## src/hw/rtl/smooth_consecutive_pair_finder_defines.svh

```systemverilog
// Assertion macros for the smooth consecutive pair finder.
// Included by the top level; needs clk and rst_n in scope at the point of use.
`ifndef SMOOTH_CONSECUTIVE_PAIR_FINDER_DEFINES_SVH
`define SMOOTH_CONSECUTIVE_PAIR_FINDER_DEFINES_SVH
`ifndef NO_ASSERTIONS
// Check a property on every clock edge outside reset.
`define SCPF_ASSERT(lbl, prop, msg) \
    lbl: assert property (@(posedge clk) disable iff (!rst_n) prop) else $error(msg);
// Check a property on every clock edge, reset included.
`define SCPF_ASSERT_ALWAYS(lbl, prop, msg) \
    lbl: assert property (@(posedge clk) prop) else $error(msg);
`else
`define SCPF_ASSERT(lbl, prop, msg)
`define SCPF_ASSERT_ALWAYS(lbl, prop, msg)
`endif
`endif

```

## src/hw/rtl/scpf_pkg.sv

```systemverilog
// Shared constants for the smooth consecutive pair finder: prime table,
// default sizes, field widths and register indexes. No dependencies.
package scpf_pkg;

    localparam int MAX_PRIMES_DEF = 18;
    localparam int VALUE_BITS_DEF = 46;
    localparam int TABLE_SIZE     = 32;
    localparam int PRIME_W        = 8;
    localparam int CFG_W          = 5;
    localparam int CFG_IDX_W      = 1;
    localparam int PIDX_W         = 5;
    localparam int EXP_W          = 7;

    localparam logic [CFG_IDX_W-1:0] REG_PRIME_COUNT = 1'b0;
    localparam logic [CFG_IDX_W-1:0] REG_ZERO_LIMIT  = 1'b1;

    localparam logic [PRIME_W-1:0] PRIME_TABLE [TABLE_SIZE] = '{
        8'd2,  8'd3,  8'd5,  8'd7,  8'd11, 8'd13, 8'd17, 8'd19,
        8'd23, 8'd29, 8'd31, 8'd37, 8'd41, 8'd43, 8'd47, 8'd53,
        8'd59, 8'd61, 8'd67, 8'd71, 8'd73, 8'd79, 8'd83, 8'd89,
        8'd97, 8'd101, 8'd103, 8'd107, 8'd109, 8'd113, 8'd127, 8'd131
    };

endpackage

```

## src/hw/rtl/scpf_cell.sv

```systemverilog
// One cell of the factoring chain: strips its prime from the value handed in,
// counts the exponent, and hands the cofactor to the next cell. Uses scpf_pkg.
module scpf_cell #(
    parameter int VALUE_BITS = scpf_pkg::VALUE_BITS_DEF,
    parameter logic [scpf_pkg::PRIME_W-1:0] PRIME = 8'd2
) (
    input  logic                          clk,
    input  logic                          rst_n,
    input  logic                          in_valid,
    input  logic [VALUE_BITS-1:0]         in_value,
    output logic                          out_valid,
    output logic [VALUE_BITS-1:0]         out_value,
    output logic [$clog2(VALUE_BITS)-1:0] exp_count
);
    import scpf_pkg::*;

    localparam int EW = $clog2(VALUE_BITS);
    localparam int LW = (VALUE_BITS + 1) / 2;
    localparam int HW = VALUE_BITS - LW;
    localparam int PW = 2 * LW;
    localparam bit IS_TWO = (PRIME == PRIME_W'(2));

    // Inverse of an odd number modulo 2^64, Newton iteration from 3 good bits.
    function automatic logic [63:0] inv_mod(input logic [63:0] p);
        logic [63:0] x;
        x = p;
        for (int i = 0; i < 6; i++)
            x = x * (64'd2 - p * x);
        return x;
    endfunction

    localparam logic [63:0]           INV64    = inv_mod(64'(PRIME));
    localparam logic [VALUE_BITS-1:0] INV      = INV64[VALUE_BITS-1:0];
    localparam logic [LW-1:0]         INV_LO   = INV[LW-1:0];
    localparam logic [HW-1:0]         INV_HI   = INV[VALUE_BITS-1:LW];
    localparam logic [VALUE_BITS-1:0] ALL_ONES = '1;
    localparam logic [VALUE_BITS-1:0] Q_LIMIT  = ALL_ONES / VALUE_BITS'(PRIME);

    typedef enum logic [2:0] {
        C_IDLE = 3'b001,
        C_MUL  = 3'b010,
        C_CHK  = 3'b100
    } cell_state_t;

    cell_state_t             state_reg;
    logic                    done_reg;
    logic [VALUE_BITS-1:0]   value_reg;
    logic [EW-1:0]           exp_reg;
    logic [VALUE_BITS-1:0]   ll_reg;
    logic [HW-1:0]           cross_reg;

    logic [LW-1:0]           v_lo;
    logic [HW-1:0]           v_hi;
    logic [PW-1:0]           p_ll;
    logic [VALUE_BITS-1:0]   p_lh;
    logic [VALUE_BITS-1:0]   p_hl;
    logic [VALUE_BITS-1:0]   quot;
    logic                    divides;

    // Exact division by the prime: multiply by its inverse modulo 2^VALUE_BITS
    // in two halves; the value divides when the product is at most
    // all-ones / prime, and the product is then the quotient; prime two uses a shift.
    always_comb
    begin
        v_lo = value_reg[LW-1:0];
        v_hi = value_reg[VALUE_BITS-1:LW];
        p_ll = PW'(v_lo) * PW'(INV_LO);
        p_lh = VALUE_BITS'(v_lo) * VALUE_BITS'(INV_HI);
        p_hl = VALUE_BITS'(v_hi) * VALUE_BITS'(INV_LO);
        if (IS_TWO)
        begin
            quot    = {1'b0, value_reg[VALUE_BITS-1:1]};
            divides = !value_reg[0];
        end
        else
        begin
            quot    = ll_reg + {cross_reg, {LW{1'b0}}};
            divides = (quot <= Q_LIMIT);
        end
    end

    always_ff @(posedge clk or negedge rst_n)
    begin
        if (!rst_n)
        begin
            state_reg <= C_IDLE;
            done_reg  <= 1'b0;
        end
        else
        begin
            done_reg <= 1'b0;
            unique case (state_reg)
                C_IDLE:
                begin
                    if (in_valid)
                    begin
                        value_reg <= in_value;
                        exp_reg   <= '0;
                        // zero and one have nothing to strip
                        if (in_value[VALUE_BITS-1:1] == '0)
                            done_reg <= 1'b1;
                        else
                            state_reg <= C_MUL;
                    end
                end
                C_MUL:
                begin
                    ll_reg    <= VALUE_BITS'(p_ll);
                    cross_reg <= HW'(p_lh) + HW'(p_hl);
                    state_reg <= C_CHK;
                end
                C_CHK:
                begin
                    if (divides)
                    begin
                        // divides: keep the quotient and try again
                        value_reg <= quot;
                        exp_reg   <= exp_reg + 1'b1;
                        if (quot == VALUE_BITS'(1))
                        begin
                            done_reg  <= 1'b1;
                            state_reg <= C_IDLE;
                        end
                        else
                            state_reg <= C_MUL;
                    end
                    else
                    begin
                        done_reg  <= 1'b1;
                        state_reg <= C_IDLE;
                    end
                end
                default:
                    state_reg <= C_IDLE;
            endcase
        end
    end

    assign out_valid = done_reg;
    assign out_value = value_reg;
    assign exp_count = exp_reg;

endmodule

```

## config.mk

```make
export PLATFORM = sky130hd
export DESIGN_NAME = scpf_cell
export DESIGN_NICKNAME = d
export VERILOG_FILES = /design/src/hw/rtl/smooth_consecutive_pair_finder_defines.svh /design/src/hw/rtl/scpf_pkg.sv /design/src/hw/rtl/scpf_cell.sv
export SDC_FILE = /design/constraint.sdc
export NUM_CORES = 1
export LEC_CHECK = 0
export CAP_MARGIN = 40
export CORE_AREA = 5 5 74 109
export DETAILED_ROUTE_END_ITERATION = 7
export DIE_AREA = 0 0 79 114
export DONT_BUFFER_PORTS = 1
export PLACE_DENSITY = 0.53
export SLEW_MARGIN = 20
export SYNTH_ARGS = -nofsm -noshare
export SYNTH_HDL_FRONTEND = slang
export SYNTH_SLANG_ARGS = --single-unit
```

## constraint.sdc

```tcl
create_clock -name clk -period 9.5 [get_ports clk]
set_input_delay 1.9 -clock clk [delete_from_list [all_inputs] [get_ports clk]]
set_output_delay 1.9 -clock clk [all_outputs]
set_load 0.02 [all_outputs]
```

# Word level (Yosys, flattened, before mapping)
# Index checks and enable logic that the tools add are counted.
word_totals:
  wordCells: 34
  regBits: 56
  inputBits: 49
classes:
  mux: 16
  n_eq_ne: 7
  reduce_logical: 5
  add_sub_neg: 1
ops:
  columns: ["cell", "count"]
  rows:
  - ["$mux 46", 2]
  - ["$pmux 46 s2", 1]
  - ["$eq 45x1->1 const B", 1]
  - ["$logic_not 45->1", 1]
  - ["$mux 6", 2]
  - ["$pmux 6 s2", 1]
  - ["$mux 3", 3]
  - ["$pmux 3 s3", 1]
  - ["$add 6x1->6 const B", 1]
  - ["$ne 2x2->1 const B", 3]
  - ["$mux 1", 4]
  - ["$reduce_and 4->1", 1]
  - ["$eq 3x1->1 const B", 1]
  - ["$eq 3x2->1 const B", 1]
  - ["$eq 3x3->1 const B", 1]
  - ["$reduce_and 3->1", 1]
  - ["$mux 2", 1]
  - ["$pmux 1 s2", 1]
  - ["$reduce_and 2->1", 1]
  - ["$reduce_bool 2->1", 1]

# Depth between registers and ports, before layout
# Gate-level depths: netlist of run 1.
depth:
  word_depth: 4
  depth_mapped: 6
  depth_no_buf: 4

# Worst setup path after synthesis of run 1
# Ideal clock, no wire load.
synth_path:
  kind: "input-to-reg"
  startpoint: "in in_valid"
  endpoint: "reg exp_reg[0] (netlist: exp_count[0]), enable pin"
  slack_ns: 4.532
  path_stages: 3
  required_ns: 9.034
  arrival_ns: 4.502
  cell_sequence: "and4bb_2 a21oi_1 nor2b_1"
synth_via:
  elab_chain_len: 2
synth_rtl:
  columns: ["item", "line_no", "rtl"]
  rows:
  - ["start: declaration", "scpf_cell.sv:9", "input logic in_valid,"]
  - ["$ne 2x2->1 (no line)", null, null]
  - ["$reduce_and 4->1 (no line)", null, null]
  - ["end signal: assignment", "scpf_cell.sv:118", "exp_reg <= exp_reg + 1'b1;"]
  - ["end: declaration", "scpf_cell.sv:48", "logic [EW-1:0] exp_reg;"]
# Every way passes these cells.
# A chain may end at the register's enable or synchronous reset.

# Worst setup path in the final report of run 1
layout_path:
  startpoint: "in in_valid"
  endpoint: "reg value_reg[35] (netlist: out_value[35]), enable pin"
layout_via:
  elab_chain_len: 2
layout_rtl:
  columns: ["item", "line_no", "rtl"]
  rows:
  - ["$ne 2x2->1 (no line)", null, null]
  - ["$reduce_and 4->1 (no line)", null, null]
  - ["end signal: assignment", "scpf_cell.sv:97", "value_reg <= in_value;"]
  - ["end signal: assignment", "scpf_cell.sv:117", "value_reg <= quot;"]
  - ["end: declaration", "scpf_cell.sv:47", "logic [VALUE_BITS-1:0] value_reg;"]
# Every way passes these cells.

==> impl_metrics.json, run 1 <==
{
  "grt_pass1_vias": 2032,
  "synth_fp_nets": 318,
  "synth.ff_latch_count": 56,
  "combPwrFrac_pct": 14.5,
  "clk_pin_slew_ns": 0.10,
  "postCtsSetupBuffers": 0,
  "synth_cells": 268,
  "critical_path.top_delay_family": "simple AND/OR/NAND/NOR gates",
  "antenna_found_initial": 0,
  "critPathBufInv": 1,
  "cpPeakStageDelay_ns": 0.65,
  "rows": 38,
  "worstSkewPairLatency_ns": 0.30,
  "cts_hold_buf": 0,
  "power_leakage_nw": 1.02,
  "rsz0062_at_grt": "no",
  "grt.total_usage_pct": 15.8,
  "critPathCaptureType": "register",
  "slew_viol_final": 0,
  "post-route-drc-count": 0,
  "grt_max_degree": 51,
  "critPathLaunchType": "primary input",
  "skew_ns": 0.00375,
  "vias": 1948,
  "syn_area_per_cell_sq_um": 10.1,
  "maxSlewHeadroom_pct": 44.6,
  "cts_made_buffers": 5,
  "worstMarginPinSlew_ns": 0.831,
  "drive_gt1_share_pct": 7.20,
  "final-setup-viol-count": 0,
  "grt_pass1_wl_microns": 10900,
  "p_switching_mw": 0.205,
  "hold_violations": 0,
  "placed_cell_area_sq_mm": 0.00277,
  "worstSetupPathType": "in -> reg",
  "ant_nets": 0,
  "p_per_area_mw_per_mm2": 212,
  "ir_drop_mv": 0.0725,
  "finalNetCount": 313,
  "synth_cell_type_count": 31,
  "clock_path_buffers": 2,
  "cts_tree": "built",
  "fin_crit_sh_pct": 35.8,
  "synth_top_area_share_pct": 57.8,
  "fill_cells": 727,
  "fin_crit_ns": 3.40,
  "outcome": "finished, final reports clean",
  "clock-sinks": 56,
  "initial_core_util_pct": 38.1,
  "crit_required_ns": 9.48,
  "fmax_mhz": 294,
  "htreeDepth": 2,
  "regArea_sq_mm": 0.00166,
  "multi_input_area_sq_um": 985,
  "fp.dieW_microns": 79,
  "clock_power_share_pct": 21.1,
  "routedWlPerCell_microns": 21.1,
  "p_seq_share_pct": 64.4,
  "diodes": 0,
  "drt_iter0_drc": 159,
  "first_pass_iters": 4,
  "yosysTopAreaCell": "edfxtp_1",
  "coreArea_sq_mm": 0.00708,
  "cts_resized": 0,
  "hold_class": "reg -> reg",
  "routed_wl_microns": 7270,
  "p_int_mw": 0.399,
  "fin_tns_setup_ns": 0,
  "overflow": 0,
  "routabilityCongestion": 0.773,
  "synth.cell_area_sq_mm": 0.00270,
  "yosys-top-cells-area": "edfxtp_1, nand2_1, o21ai_0",
  "routed_via_density": 5.66,
  "ios": 102,
  "dieHeight_microns": 114,
  "seq_area_frac_synth_pct": 61.5,
  "dpl.hpwl_microns": 5340,
  "stdcell_area_sq_mm": 0.00285,
  "crit_path_max_fanout": 26,
  "yosysWarnings": 0,
  "worstPathArrival_ns": 3.38,
  "cts-root-buf": "clkbuf_8",
  "drv_cap": 0,
  "portBuffers": 0,
  "die_area_sq_mm": 0.00901,
  "syn2layout_area_growth_pct": 5.56,
  "crit_chain": "and4bb_2 > a21oi_1 > nor2b_4 > buf_4",
  "cpMaxStageDelayCell": "nor2b_4",
  "netSwitchingFraction_pct": 33.9,
  "largest_register_ffs": 46
}
## cells by family (layout without fill, tap and decap cells)
kind of cell	count (synthesis)	in the layout	synth area share, %
buf+inv	16	12	2.41
xor+xnor	4	4	1.30
fa+ha+maj	1	1	0.463
simple gates	140	140	24.0
compound gates	51	51	10.3
flops	56	56	61.5
## power by group through the flow
| stage | Combinational [mW] | Clock (mW) | Sequential, mW |
|---|---|---|---|
| after floorplan | 0.0678 | 0 | 0.384 |
| after global routing | 0.100 | 0.140 | 0.394 |
| after detailed placement | 0.0895 | 0 | 0.396 |
| after CTS | 0.0895 | 0.132 | 0.390 |
| after global placement | 0.0879 | 0 | 0.395 |
| final | 0.0878 | 0.127 | 0.389 |
## final cells by class
type                            count  area share (%)
Clock inverter                      3           0.482
Inverter                            2           0.263
Timing Repair Buffer                2           0.526
Sequential cell                    56            58.3
Multi-Input combinational cell    196            34.5
Clock buffer                        5            2.41
Tap cell                           80            3.51
## synthesized netlist by cell type, drive strengths merged
cell and count:
a21oi 1, a22o 1, and2 2, and3 2, and4bb 1, buf 5, clkbuf 9, dfrtp 3
dfstp 1, edfxtp 52, ha 1, inv 2, nand2 89, nand3 3, nand4 6, nor2 10
nor2b 1, nor3 5, nor4 19, nor4b 1, o21a 1, o21ai 44, o311a 1, o31ai 3
or3b 1, xnor2 1, xor2 3
## worst reg2reg max path, delay by kind of cell (launching register included)
kind                   cells  cell delay [ns]
flip-flops                 1             0.57
AO/OA/AOI/OAI              1             0.23
buffers and inverters      2             1.14
AND/OR/NAND/NOR            1             0.65
## stage by stage
stage                     util [%]  hold slack, ns  total power, mW  worst slack (ns)  std cells
final                         40.3           0.626            0.604              6.10        344
after global routing          40.3           0.653            0.634              6.01        344
after CTS                     40.3           0.631            0.612              6.08        344
after detailed placement      39.1           0.615            0.485              5.74        336
after global placement        39.1           0.603            0.483              5.78        336
after floorplan                  -           0.539            0.452              4.53        268
## layer usage
metal	up-vias	track usage (%)	wire, microns
li1	958	-	-
met1	925	18.7	2770
met2	63	28.2	3920
met3	2	4.27	541
met4	0	3.78	40
met5	-	0	0
## worst paths after layout
kind                         startpoint             to  slack, ns  depth (start not counted)
setup / recovery               in_valid  out_value[35]       6.10                          4
hold / removal             state_reg[2]   state_reg[2]       0.63                          2
setup reg to reg           out_value[0]  out_value[35]       6.58                          4
hold reg to reg            state_reg[2]   state_reg[2]       0.63                          2
max in group asynchronous         rst_n   state_reg[0]       8.05                          0
min in group asynchronous         rst_n      out_valid       1.28                          0
## layout by cell type (no fill, tap or decap)
cell,synthesis,layout
o21a_1,1,1
clkinv_2,0,2
nor2b_4,0,1
o311a_1,1,1
nor2_1,10,10
o31ai_1,2,2
xor2_1,3,3
clkinv_1,0,1
inv_1,1,1
and3_1,2,2
ha_1,1,1
nor4b_1,1,1
nand3_1,3,3
xnor2_1,1,1
and2_1,2,2
dfstp_2,1,1
nor3_1,5,5
nand2_2,0,1
nand4_1,6,6
inv_2,1,1
o31ai_2,1,1
and4bb_2,1,1
or3b_2,1,1
edfxtp_1,52,52
a22o_1,1,1
nor4_1,16,16
buf_4,0,2
dfrtp_1,3,3
a21oi_1,1,1
nand2_1,89,88
nor4_2,3,3
clkbuf_8,0,5
o21ai_0,44,44
Note: power is estimated with default switching activity, not from simulation.
==> inputs of run 2 (changes only) <==
ABC_AREA = 1   (was not set)
clock period = 3.5 ns   (was 9.5 ns; I/O delays follow)
==> impl_metrics.json, run 2 <==
{
  "yosysTopAreaCell": "edfxtp_1",
  "clock_path_buffers": 2,
  "hold_class": "in -> async",
  "cts_made_buffers": 5,
  "setup_slack_ns": 1.36,
  "routed_wl_microns": 6690,
  "combPwrFrac_pct": 16.3,
  "fmax_mhz": 468,
  "clock_power_share_pct": 23.7,
  "grt.total_usage_pct": 14.6,
  "p_int_mw": 1.20,
  "layout_commonest_cell": "nor2_1",
  "synth_top_area_share_pct": 57.7,
  "post-route-drc-count": 0,
  "final-setup-viol-count": 0,
  "drt_iter0_drc": 103,
  "crit_chain": "inv_1 > nor3_2 > nand2_1 > a21oi_4 > buf_12",
  "first_pass_iters": 4,
  "synth_edf_count": 52,
  "grt_pass1_wl_microns": 10000,
  "seq_area_frac_synth_pct": 61.4,
  "async_flop_share_pct": 7.14,
  "coreArea_sq_mm": 0.00708,
  "synth_cells": 266,
  "synth_fp_nets": 316,
  "maxSlewHeadroom_pct": 66.7,
  "cts_resized": 0,
  "slew_viol_final": 0,
  "die_area_sq_mm": 0.00901,
  "rows": 38,
  "p_switching_mw": 0.583,
  "cts_hold_buf": 0,
  "critical_path.top_delay_family": "flip-flops",
  "rsz0062_at_grt": "no",
  "critPathCaptureType": "register",
  "htreeDepth": 2,
  "antenna_found_initial": 0,
  "syn2layout_area_growth_pct": 7.99,
  "routabilityCongestion": 0.716,
  "grt_pass1_vias": 1915,
  "cts-root-buf": "clkbuf_8",
  "fin_tns_setup_ns": 0,
  "dp.cells": 341,
  "syn_area_per_cell_sq_um": 10.2,
  "p_per_area_mw_per_mm2": 611,
  "yosysWarnings": 0,
  "p_seq_share_pct": 60.0,
  "dieHeight_microns": 114,
  "crit_required_ns": 3.51,
  "worstMarginPinSlew_ns": 0.499,
  "outcome": "finished, final reports clean",
  "clock-sinks": 56,
  "worstSkewPairLatency_ns": 0.31,
  "total_power_mw": 1.79,
  "critPathBufInv": 2,
  "worstPathArrival_ns": 2.15,
  "cpPeakStageDelay_ns": 0.56,
  "diodes": 0,
  "r2r_slack_ns": 1.36,
  "largest_register_ffs": 46,
  "fin_crit_sh_pct": 61.1,
  "crit_path_max_fanout": 38,
  "clk_pin_slew_ns": 0.10,
  "synth_cell_type_count": 23,
  "vias": 1906,
  "cpMaxStageDelayCell": "dfstp_2",
  "ant_nets": 0,
  "drive_gt1_share_pct": 7.43,
  "overflow": 0,
  "synth.cell_area_sq_mm": 0.00271,
  "power_leakage_nw": 1.05,
  "synth.ff_latch_count": 56,
  "fin_crit_ns": 2.14,
  "drv_cap": 0,
  "worstSetupPathType": "reg -> reg",
  "netSwitchingFraction_pct": 32.7,
  "hold_violations": 0,
  "ys.flop_type": "edfxtp_1",
  "yosysMostFrequentCell": "nor2_1",
  "pre_cts_ws_ns": 1.38,
  "r2r-start": "state_reg[0]",
  "critPathLaunchType": "register",
  "yosys-top-cells-area": "edfxtp_1, a22o_1, nor2_1",
  "dpl.hpwl_microns": 4960,
  "ios": 102,
  "grt_max_degree": 45,
  "final_cell_mix": "nor2_1, edfxtp_1, nand2_1, a22o_1, inv_1",
  "initial_core_util_pct": 38.2,
  "synth_common_cells": "nor2_1, edfxtp_1, nand2_1, a22o_1, inv_1",
  "r2r_end": "out_value[29]",
  "skew_ns": 0.00676,
  "postCtsSetupBuffers": 0,
  "routed_via_density": 5.46,
  "fp.dieW_microns": 79,
  "ir_drop_mv": 0.208,
  "layout.cells.non_filler": 349,
  "ff2ff_path_depth": 5,
  "portBuffers": 0,
  "cts_tree": "built",
  "routedWlPerCell_microns": 19.2,
  "finalNetCount": 318
}
==> run 2: metal layers <==
metal	track usage [%]	share of wire, %
met1	14.8	35
met2	26.8	55
met3	6.08	9.2
met4	4.13	1.2
met5	0	0
==> run 2: cells by family after synthesis <==
logic type	synth area share [%]
adder cells (fa/ha/maj)	0.462
flip-flops	61.4
buffers and inverters	5.27
AND/OR/NAND/NOR	18.9
AO/OA/AOI/OAI	13.6
XOR/XNOR	0.324
==> run 2: power by group through the flow <==
stage                     logic, mW  registers, mW  clock network (mW)
after detailed placement      0.295           1.09                   0
after global routing          0.326           1.09               0.469
after floorplan               0.224           1.06                   0
after CTS                     0.296           1.07               0.439
after global placement        0.292           1.09                   0
final                         0.291           1.07               0.424
==> run 2: how the worst max path moves through the flow <==
stage	from	endpoint	slack [ns]	cells past startpoint
6_report	state_reg[0]	out_value[29]	1.36	5
5_1_grt	state_reg[0]	out_value[34]	1.24	5
4_1_cts	state_reg[0]	out_value[39]	1.36	5
3_5_place_dp	state_reg[0]	out_value[34]	1.38	5
3_3_place_gp	state_reg[0]	out_value[38]	1.39	5
2_1_floorplan	state_reg[1]	exp_count[0]	0.55	5
==> run 2: cell type report <==
class,instances,area [sq um]
fillers,692,4160
flip-flops and latches,56,1660
multi-input cells,176,913
well taps,80,100
inverters,25,93.8
clock buffers,5,68.8
clock inverters,3,42.5
repair buffers,4,42.5
==> run 2: stage by stage <==
stage	utilization (%)	hold WS, ns	area, sq um
final	41.3	0.0758	2920
after global routing	41.3	0.0468	2920
after CTS	41.3	0.0645	2920
after detailed placement	39.7	0.405	2810
after global placement	39.7	0.405	2810
after floorplan	-	0.404	2710
